`src/design/utf8_to_utf16_transcoder_top_macros.svh`:
```
// Assertion macros shared by the transcoder RTL.
`ifndef UTF8_TO_UTF16_TRANSCODER_TOP_MACROS_SVH
`define UTF8_TO_UTF16_TRANSCODER_TOP_MACROS_SVH

// Condition that must hold at every clock edge outside reset.
`define U8U16_ASSERT_ALWAYS(lbl, expr, msg) \
    lbl: assert property (@(posedge i_clk) disable iff (!i_rst_n) (expr)) else $error(msg);

// Consequent must hold in the same cycle as the antecedent.
`define U8U16_ASSERT_IMPL(lbl, ante, cons, msg) \
    lbl: assert property (@(posedge i_clk) disable iff (!i_rst_n) (ante) |-> (cons)) \
        else $error(msg);

// Consequent must hold in the cycle after the antecedent.
`define U8U16_ASSERT_NEXT(lbl, ante, cons, msg) \
    lbl: assert property (@(posedge i_clk) disable iff (!i_rst_n) (ante) |=> (cons)) \
        else $error(msg);

`endif

```
`src/design/u8u16_pkg.sv`:
```
// Types and constants shared by the UTF-8 to UTF-16 transcoder.
`timescale 1ns / 1ps
`default_nettype none
package u8u16_pkg;

    localparam int unsigned BYTE_W  = 8;
    localparam int unsigned UNIT_W  = 16;
    localparam int unsigned VALUE_W = 31;
    localparam int unsigned PEND_W  = 3;

    localparam logic [VALUE_W-1:0] C_SUPP_BASE = 31'h0001_0000;
    localparam logic [UNIT_W-1:0]  C_HI_SURR   = 16'hD800;
    localparam logic [UNIT_W-1:0]  C_LO_SURR   = 16'hDC00;

    // one output unit as it leaves the block
    typedef struct packed {
        logic [UNIT_W-1:0] code_unit;
        logic              run_last;
        logic              stream_end;
    } t_unit;

    // result of one decoded byte: zero, one or two units
    typedef struct packed {
        logic [1:0] cnt;
        t_unit      u0;
        t_unit      u1;
    } t_dec_res;

endpackage
`default_nettype wire

```
`src/design/u8u16_decode.sv`:
```
// Byte decoder: sequence state and code unit generation for one byte.
`timescale 1ns / 1ps
`default_nettype none
module u8u16_decode (
    input  wire logic                           i_clk,
    input  wire logic                           i_rst_n,
    input  wire logic                           i_valid,
    input  wire logic [u8u16_pkg::BYTE_W-1:0]   i_byte,
    input  wire logic                           i_last,
    output u8u16_pkg::t_dec_res                 o_res
);
    import u8u16_pkg::*;

    logic [PEND_W-1:0]  r_pend;
    logic [PEND_W-1:0]  n_pend;
    logic [VALUE_W-1:0] r_val;
    logic [VALUE_W-1:0] n_val;

    logic               emit;
    logic [VALUE_W-1:0] val;
    logic [VALUE_W-1:0] acc;
    logic [VALUE_W-1:0] supp;

    assign acc  = {r_val[VALUE_W-7:0], i_byte[5:0]};
    assign supp = val - C_SUPP_BASE;

    always_comb begin
        n_pend = r_pend;
        n_val  = r_val;
        emit   = 1'b0;
        val    = {{(VALUE_W-7){1'b0}}, i_byte[6:0]};
        if (r_pend != '0 && i_byte[7:6] == 2'b10) begin
            n_val  = acc;
            n_pend = r_pend - 3'd1;
            if (r_pend == 3'd1) begin
                emit  = 1'b1;
                val   = acc;
                n_val = '0;
            end
        end else begin
            // open sequence (if any) is dropped, byte handled afresh
            n_pend = '0;
            n_val  = '0;
            case (i_byte) inside
                [8'h00:8'h7F]: begin
                    emit = 1'b1;
                end
                [8'hC0:8'hDF]: begin
                    n_pend = 3'd1;
                    n_val  = {{(VALUE_W-5){1'b0}}, i_byte[4:0]};
                end
                [8'hE0:8'hEF]: begin
                    n_pend = 3'd2;
                    n_val  = {{(VALUE_W-4){1'b0}}, i_byte[3:0]};
                end
                [8'hF0:8'hF7]: begin
                    n_pend = 3'd3;
                    n_val  = {{(VALUE_W-3){1'b0}}, i_byte[2:0]};
                end
                [8'hF8:8'hFB]: begin
                    n_pend = 3'd4;
                    n_val  = {{(VALUE_W-2){1'b0}}, i_byte[1:0]};
                end
                [8'hFC:8'hFD]: begin
                    n_pend = 3'd5;
                    n_val  = {{(VALUE_W-1){1'b0}}, i_byte[0]};
                end
                default: begin
                    // stray continuation, 0xFE, 0xFF: skipped
                end
            endcase
        end
        if (i_last) begin
            n_pend = '0;
            n_val  = '0;
        end
    end

    always_comb begin
        o_res               = '0;
        o_res.u0.stream_end = i_last;
        o_res.u1.stream_end = i_last;
        o_res.u1.run_last   = 1'b1;
        if (emit) begin
            if (val[VALUE_W-1:UNIT_W] == '0) begin
                o_res.cnt          = 2'd1;
                o_res.u0.code_unit = val[UNIT_W-1:0];
                o_res.u0.run_last  = 1'b1;
            end else begin
                // surrogate pair; high half wraps past 0x10FFFF
                o_res.cnt          = 2'd2;
                o_res.u0.code_unit = supp[25:10] + C_HI_SURR;
                o_res.u0.run_last  = 1'b0;
                o_res.u1.code_unit = {6'b0, supp[9:0]} + C_LO_SURR;
            end
        end
    end

    always_ff @(posedge i_clk) begin
        if (!i_rst_n) begin
            r_pend <= '0;
            r_val  <= '0;
        end else if (i_valid) begin
            r_pend <= n_pend;
            r_val  <= n_val;
        end
    end

endmodule
`default_nettype wire

```
`src/design/utf8_to_utf16_transcoder_top.sv`:
```
// A byte is registered in the input stage, decoded combinationally and its units written
// to a three-entry unit queue whose head drives the single-unit output port.
// Throughput: one byte per cycle while the queue has room for a pair; a byte giving a
// surrogate pair holds the output port for both units, so a run of them stalls the input.
// Reset (synchronous, active low) closes any open sequence and empties both stages.
`timescale 1ns / 1ps
`default_nettype none
`include "utf8_to_utf16_transcoder_top_macros.svh"
module utf8_to_utf16_transcoder_top (
    input  wire logic        i_clk,
    input  wire logic        i_rst_n,
    input  wire logic        s_axis_tvalid,
    output logic             s_axis_tready,
    input  wire logic [7:0]  s_axis_tdata,   // [7:0] byte_value
    input  wire logic        s_axis_tlast,   // stream_last
    output logic             m_axis_tvalid,
    input  wire logic        m_axis_tready,
    output logic [15:0]      m_axis_tdata,   // [15:0] code_unit
    output logic             m_axis_tlast,   // run_last
    output logic             m_axis_tuser    // [0] stream_end
);
    import u8u16_pkg::*;

    localparam int unsigned QDEPTH = 3;

    logic              r_in_valid;
    logic [BYTE_W-1:0] r_byte;
    logic              r_last;

    logic              adv;
    logic              pop;
    t_dec_res          res;

    t_unit             r_q [QDEPTH];
    t_unit             n_q [QDEPTH];
    logic [1:0]        r_cnt;
    logic [1:0]        n_cnt;
    logic [1:0]        cnt_after;
    logic [1:0]        push_cnt;

    // decode stage advances only when the queue has room for a pair
    assign adv           = r_in_valid && (r_cnt <= 2'd1);
    assign s_axis_tready = !r_in_valid || adv;
    assign pop           = m_axis_tvalid && m_axis_tready;

    assign m_axis_tvalid = (r_cnt != 2'd0);
    assign m_axis_tdata  = r_q[0].code_unit;
    assign m_axis_tlast  = r_q[0].run_last;
    assign m_axis_tuser  = r_q[0].stream_end;

    always_ff @(posedge i_clk) begin
        if (!i_rst_n) begin
            r_in_valid <= 1'b0;
        end else if (s_axis_tready) begin
            r_in_valid <= s_axis_tvalid;
        end
    end

    always_ff @(posedge i_clk) begin
        if (s_axis_tready && s_axis_tvalid) begin
            r_byte <= s_axis_tdata;
            r_last <= s_axis_tlast;
        end
    end

    u8u16_decode u_dec (
        .i_clk   (i_clk),
        .i_rst_n (i_rst_n),
        .i_valid (adv),
        .i_byte  (r_byte),
        .i_last  (r_last),
        .o_res   (res)
    );

    assign push_cnt  = adv ? res.cnt : 2'd0;
    assign cnt_after = r_cnt - {1'b0, pop};
    assign n_cnt     = cnt_after + push_cnt;

    always_comb begin
        for (int i = 0; i < QDEPTH; i++) begin
            if (pop && i < QDEPTH - 1) begin
                n_q[i] = r_q[i+1];
            end else begin
                n_q[i] = r_q[i];
            end
            if (push_cnt != 2'd0 && cnt_after == 2'(i)) begin
                n_q[i] = res.u0;
            end
            if (push_cnt == 2'd2 && cnt_after + 2'd1 == 2'(i)) begin
                n_q[i] = res.u1;
            end
        end
    end

    always_ff @(posedge i_clk) begin
        if (!i_rst_n) begin
            r_cnt <= '0;
        end else begin
            r_cnt <= n_cnt;
        end
    end

    always_ff @(posedge i_clk) begin
        for (int i = 0; i < QDEPTH; i++) begin
            r_q[i] <= n_q[i];
        end
    end

    `U8U16_ASSERT_ALWAYS(a_cnt_range, r_cnt <= 2'd3, "unit queue count out of range")
    `U8U16_ASSERT_IMPL(a_pair_whole, (r_cnt != 2'd0) && !r_q[0].run_last, r_cnt >= 2'd2,
        "high surrogate at head without its low half queued")
    `U8U16_ASSERT_NEXT(a_stall_keeps, m_axis_tvalid && !m_axis_tready,
        r_cnt >= $past(r_cnt), "queue lost units while output stalled")

endmodule
`default_nettype wire
```
`config.mk`:
```
export PLATFORM = sky130hd
export DESIGN_NAME = utf8_to_utf16_transcoder_top
export DESIGN_NICKNAME = d
export VERILOG_FILES = /design/src/design/u8u16_pkg.sv /design/src/design/u8u16_decode.sv /design/src/design/utf8_to_utf16_transcoder_top.sv
export VERILOG_INCLUDE_DIRS = /design/src /design/src/design
export SDC_FILE = /design/constraint.sdc
export NUM_CORES = 1
export LEC_CHECK = 0
export BUFFER_PORTS_ARGS = -buffer_cell sky130_fd_sc_hd__clkbuf_2
export CORE_MARGIN = 1.5
export CORE_UTILIZATION = 55
export DETAILED_ROUTE_END_ITERATION = 7
export GPL_TIMING_DRIVEN = 1
export PLACE_DENSITY = 0.76
export SYNTH_ARGS = -nofsm -noshare
export SYNTH_HDL_FRONTEND = slang
export SYNTH_SLANG_ARGS = --single-unit
```
`constraint.sdc`:
```
create_clock -name i_clk -period 3.4 [get_ports i_clk]
set_clock_uncertainty 0.05 [all_clocks]
set_input_delay 0.51 -clock i_clk [delete_from_list [all_inputs] [get_ports i_clk]]
set_output_delay 0.51 -clock i_clk [all_outputs]
set_load 0.005 [all_outputs]
```
# Word-level counts from Yosys, hierarchy flattened
# Memory sizes are Yosys's and may differ from the RTL's.
# Cells that the tools add are included.
# word_totals
register_bits,40
ram_bits,54
input_bits,13
output_inout_bits,20
elab_cells,93
memories,1
# mem_list
name,words,width,read_ports,rd_ports_with_merged_regs,wr,line_no,text
r_q,3,18,3,0,3,utf8_to_utf16_transcoder_top.sv:34,t_unit r_q [QDEPTH];
# op_classes
n_addsub,7
order_cmp,13
eq_ne,7
mux,35
n_reduce_logical,24
# ops
op,count
$mux 25,7
$mux 18,8
$mux 31,2
$ge 8x8->1 const B,5
$le 8x8->1 const B,5
$mux 19,2
$mux 16,2
$sub 26x17->26 const B,1
$mux 3,8
$add 11x15->16 const B,1
$add 16x16->16 const B,1
$logic_and 1x1->1,16
$logic_not 15->1,1
$eq 2x2->1 const B,4
$ge 8x1->1 const B,1
$le 8x7->1 const B,1
$eq 2x1->1 const B,2
$logic_not 2->1,2
$mux 1,4
$mux 2,2
$reduce_bool 2->1,2
$eq 3x1->1 const B,1
$reduce_bool 3->1,1
$sub 3x1->3 const B,1
6 further kinds,6

# Depth between registers and ports, before layout
# depth
word_depth,12
ltp_mapped,18
mapped_depth_nobuf,14

# Modules after synthesis
# Synthesis repeated with hierarchy kept, for this count alone.
# unflattened
cells_unflattened,583
area_unflattened_um2,5745.5
# by_module_without_submodules
mod,instances,cells_each,area_each_um2,seq_area_each_um2
utf8_to_utf16_transcoder_top,1,334,3741.1,1951.9
u8u16_decode,1,249,2004.4,560.5

# Worst setup path after synthesis
# Ideal clock, no wire load.
# synth_path
path_kind,flip-flop to flip-flop
startpoint,register u_dec.r_pend[0]
endpoint,memory r_q[0][35] (netlist name) (data pin)
setup_ns,0.262
t_arrival_ns,3.380
required_time_ns,3.088
slack_ns,-0.292
stages_incl_launch_ff,18
path_cell_list,dfxtp_1 inv_1 ha_1 ha_1 nor3b_4 and2_1 buf_2 buf_2 nand2_1 ha_1 clkbuf_1 and3_1 a311o_1 ha_1 a31oi_1 a21oi_2 mux2i_1 o21ai_1
# synth_rtl
item,line_no,text
start: declaration,u8u16_decode.sv:14,logic [PEND_W-1:0] r_pend;
start signal: assignment,u8u16_decode.sv:104,r_pend <= n_pend;
end: declaration,utf8_to_utf16_transcoder_top.sv:34,

==> impl_metrics.yaml <==
layout:
  layout_commonest_cell: "edfxtp_1"
  instances_no_fill: 619
  nets: 527
  syn_to_final_growth_pct: 8.086
  drive_gt1_share_pct: 19.96
  antenna_cells: 0
  mostFrequentLayoutCells: "57 x edfxtp_1, 42 x nand2_1, 41 x o21ai_0"
  fillers: 720
yosys:
  yosys_warnings: 0
  synth_edf_count: 57
  synthFlopType: "edfxtp_1"
  yosysUniqueCellTypes: 67
  avgSynthCellArea_um2: 10.19
  ys_ff_latch: 94
  syn_inst: 492
  syn_nets: 513
  syn_area_um2: 5014
  synthArstFlopShare_pct: 0
  synth_seq_area_share_pct: 48.91
sta:
  tns_ns: 0
  setup-violations-final: 0
  setup_ws_ns: 0.1613
  drv_slew: 0
  worst_pin_slew_ns: 1.021
  fmax_mhz: 308.8
  hold_viol: 0
  period_share_pct: 95.26
  period_needed_ns: 3.239
  grt_setup_unrepaired: "false"
  relSlewSlack_pct: 31.92
flow_run:
  cap_violations: 0
drt:
  drtIter0Drc: 334
  ant_nets: 0
  drt_wl_total_um: 11590
  wl_per_cell_um: 18.73
  drc: 0
  vias_per_cell: 6.326
  vias: 3916
  dr.pass1.iters: 5
placement:
  dpl.hpwl_um: 8303
  gp_congestion: 0.9480
  pre_cts_ws_ns: 0.2158
  io_buffers: 32
  dp_cells: 601
clock_tree:
  insertion_delay_ns: 0.37
  cts_root_buf: "clkbuf_8"
  h-tree-depth: 3
  cts_buffer_depth: 2
  clk_pin_slew_ns: 0.10
  cts_tree: "yes"
  clkSinkCount: 94
  cts-buffers-inserted: 9
  hold_buffers: 0
worst_setup_path:
  crit_fanout: 7
  required_ns: 3.46
  start_kind: "flip-flop"
  r2r_setup_slack_ns: 0.16
  critPathArrivalTime_ns: 3.30
  end_kind: "flip-flop"
  path_class: "reg -> reg"
power_and_ir_drop:
  powerDensity_nw_per_um2: 541.9
  leakagePower_nw: 1.888
  irDropWorstVdd_v: 0.0002272
  power_mw: 2.937
grt:
  grt_pass1_wl_um: 19380
  grt_max_degree: 35
  grt_usage_pct: 25.25
  gr-total-overflow: 0
  grt_pass1_vias: 3752
  grt_antenna_before_repair: 0
min_path:
  hold_class: "in -> reg"
die:
  start_util_pct: 57.21
  ios: 33
  chipWidth_um: 98.48
  die_area_um2: 9697
  core.rowCount: 34
  design.core.area_um2: 8763
  die_y_um: 98.48
run_status:
  status: "finished clean"
-- critical path, stage by stage, from the launching register on --
cell and delay [ns]:
dfxtp_2 0.37, inv_1 0.05, ha_2 0.19, ha_4 0.18, nor3b_4 0.20, and2_4 0.21
nand2_1 0.11, ha_1 0.25, and3_1 0.17, a311o_1 0.36, ha_2 0.32, nor3_1 0.05
a31oi_1 0.34, o21ai_0 0.15
-- kinds of logic (layout without fill, tap and decap cells) --
kind of cell	after synthesis	in the layout	share of synthesized area, %
compound gates	161	161	22.14
xor+xnor	9	9	1.572
fa+ha+maj	8	8	1.997
buf+inv	63	82	6.439
flops	94	94	48.91
mux	9	9	1.897
simple gates	148	148	17.04
-- metrics by stage --
step	util, %	instance area [um2]	hold slack, ns
2_1_floorplan	-	5051	0.3886
3_3_place_gp	59.52	5216	0.4036
3_5_place_dp	59.52	5216	0.4064
4_1_cts	61.66	5404	0.2422
5_1_grt	61.84	5419	0.2367
6_report	61.84	5419	0.2514
-- power breakdown --
group / internal (mW) / leakage (nW) / switching [mW] / total (mW)
Clock: 0.284 / 0.0908 / 0.433 / 0.717
Sequential: 1.46 / 0.856 / 0.0776 / 1.53
Combinational: 0.275 / 0.942 / 0.412 / 0.686
Total: 2.01 / 1.89 / 0.923 / 2.94
-- cell usage after synthesis, types with 3 or more instances --
library cell	number	area, um2
edfxtp_1	57	1712
nand2_1	42	157.7
o21ai_0	41	205.2
dfxtp_1	37	740.7
a22oi_1	35	262.8
nor2b_1	28	175.2
clkbuf_1	23	86.33
a21oi_1	17	85.08
buf_4	17	127.6
nor2_1	14	52.55
nor3_1	12	60.06
a32oi_1	11	96.34
inv_1	10	37.54
and2_1	9	56.30
buf_2	9	45.04
ha_1	8	100.1
nand3_1	8	40.04
o211ai_1	7	52.55
o21ai_1	7	35.03
or3_1	7	43.79
a21boi_0	5	37.54
a31oi_1	5	31.28
mux2i_1	5	50.05
xnor2_1	5	43.79
a221o_1	4	40.04
and3_1	4	25.02
nand4_1	4	25.02
xor2_1	4	35.03
a2bb2oi_1	3	26.28
mux2_2	3	33.78
o22ai_1	3	18.77
or2_2	3	18.77
-- layer usage --
metal	wire length [um]	vias up	track usage, %	share of wire [%]
li1	-	1859	-	-
met1	5046	1832	34.62	44
met2	5372	195	39.25	46
met4	306	0	12.24	2.6
met3	867	30	4.113	7.5
met5	0	-	0	0
-- layout make-up --
class / instances / area (um2) / share of cell area (%)
clock inverter: 7 / 63.81 / 1.178
multi-input combinational: 335 / 2265 / 41.79
inverter: 10 / 37.54 / 0.6927
clock buffer: 9 / 123.9 / 2.286
timing repair buffer: 56 / 340.3 / 6.280
sequential: 94 / 2454 / 45.28
tap: 108 / 135.1 / 2.494
-- state kept, by name (all words and copies together), names as in the netlist --
signal	flops
u_dec.r_pend	3
u_dec.r_val	25
r_in_valid	1
r_last	1
r_cnt	2
r_byte	8
r_q	54
-- path summary, 6_finish.rpt --
path	to	start	cells past startpoint
hold reg to reg	r_q[0][51]$_SDFFE_PP0N_	r_q[0][51]$_SDFFE_PP0N_	2
hold / removal	r_byte[3]$_DFFE_PP_	s_axis_tdata[3]	1
setup / recovery	r_q[0][32]$_DFFE_PP_	u_dec.r_pend[0]$_SDFFE_PN0P_	13
setup reg to reg	r_q[0][32]$_DFFE_PP_	u_dec.r_pend[0]$_SDFFE_PN0P_	13
-- what timing repair did --
action | in CTS | in global routing
buffers inserted | 0 | 2
gates resized for setup | 0 | 0
endpoints found under the setup margin | 0 | 2
No activity file was read; power rests on OpenSTA's default activity.
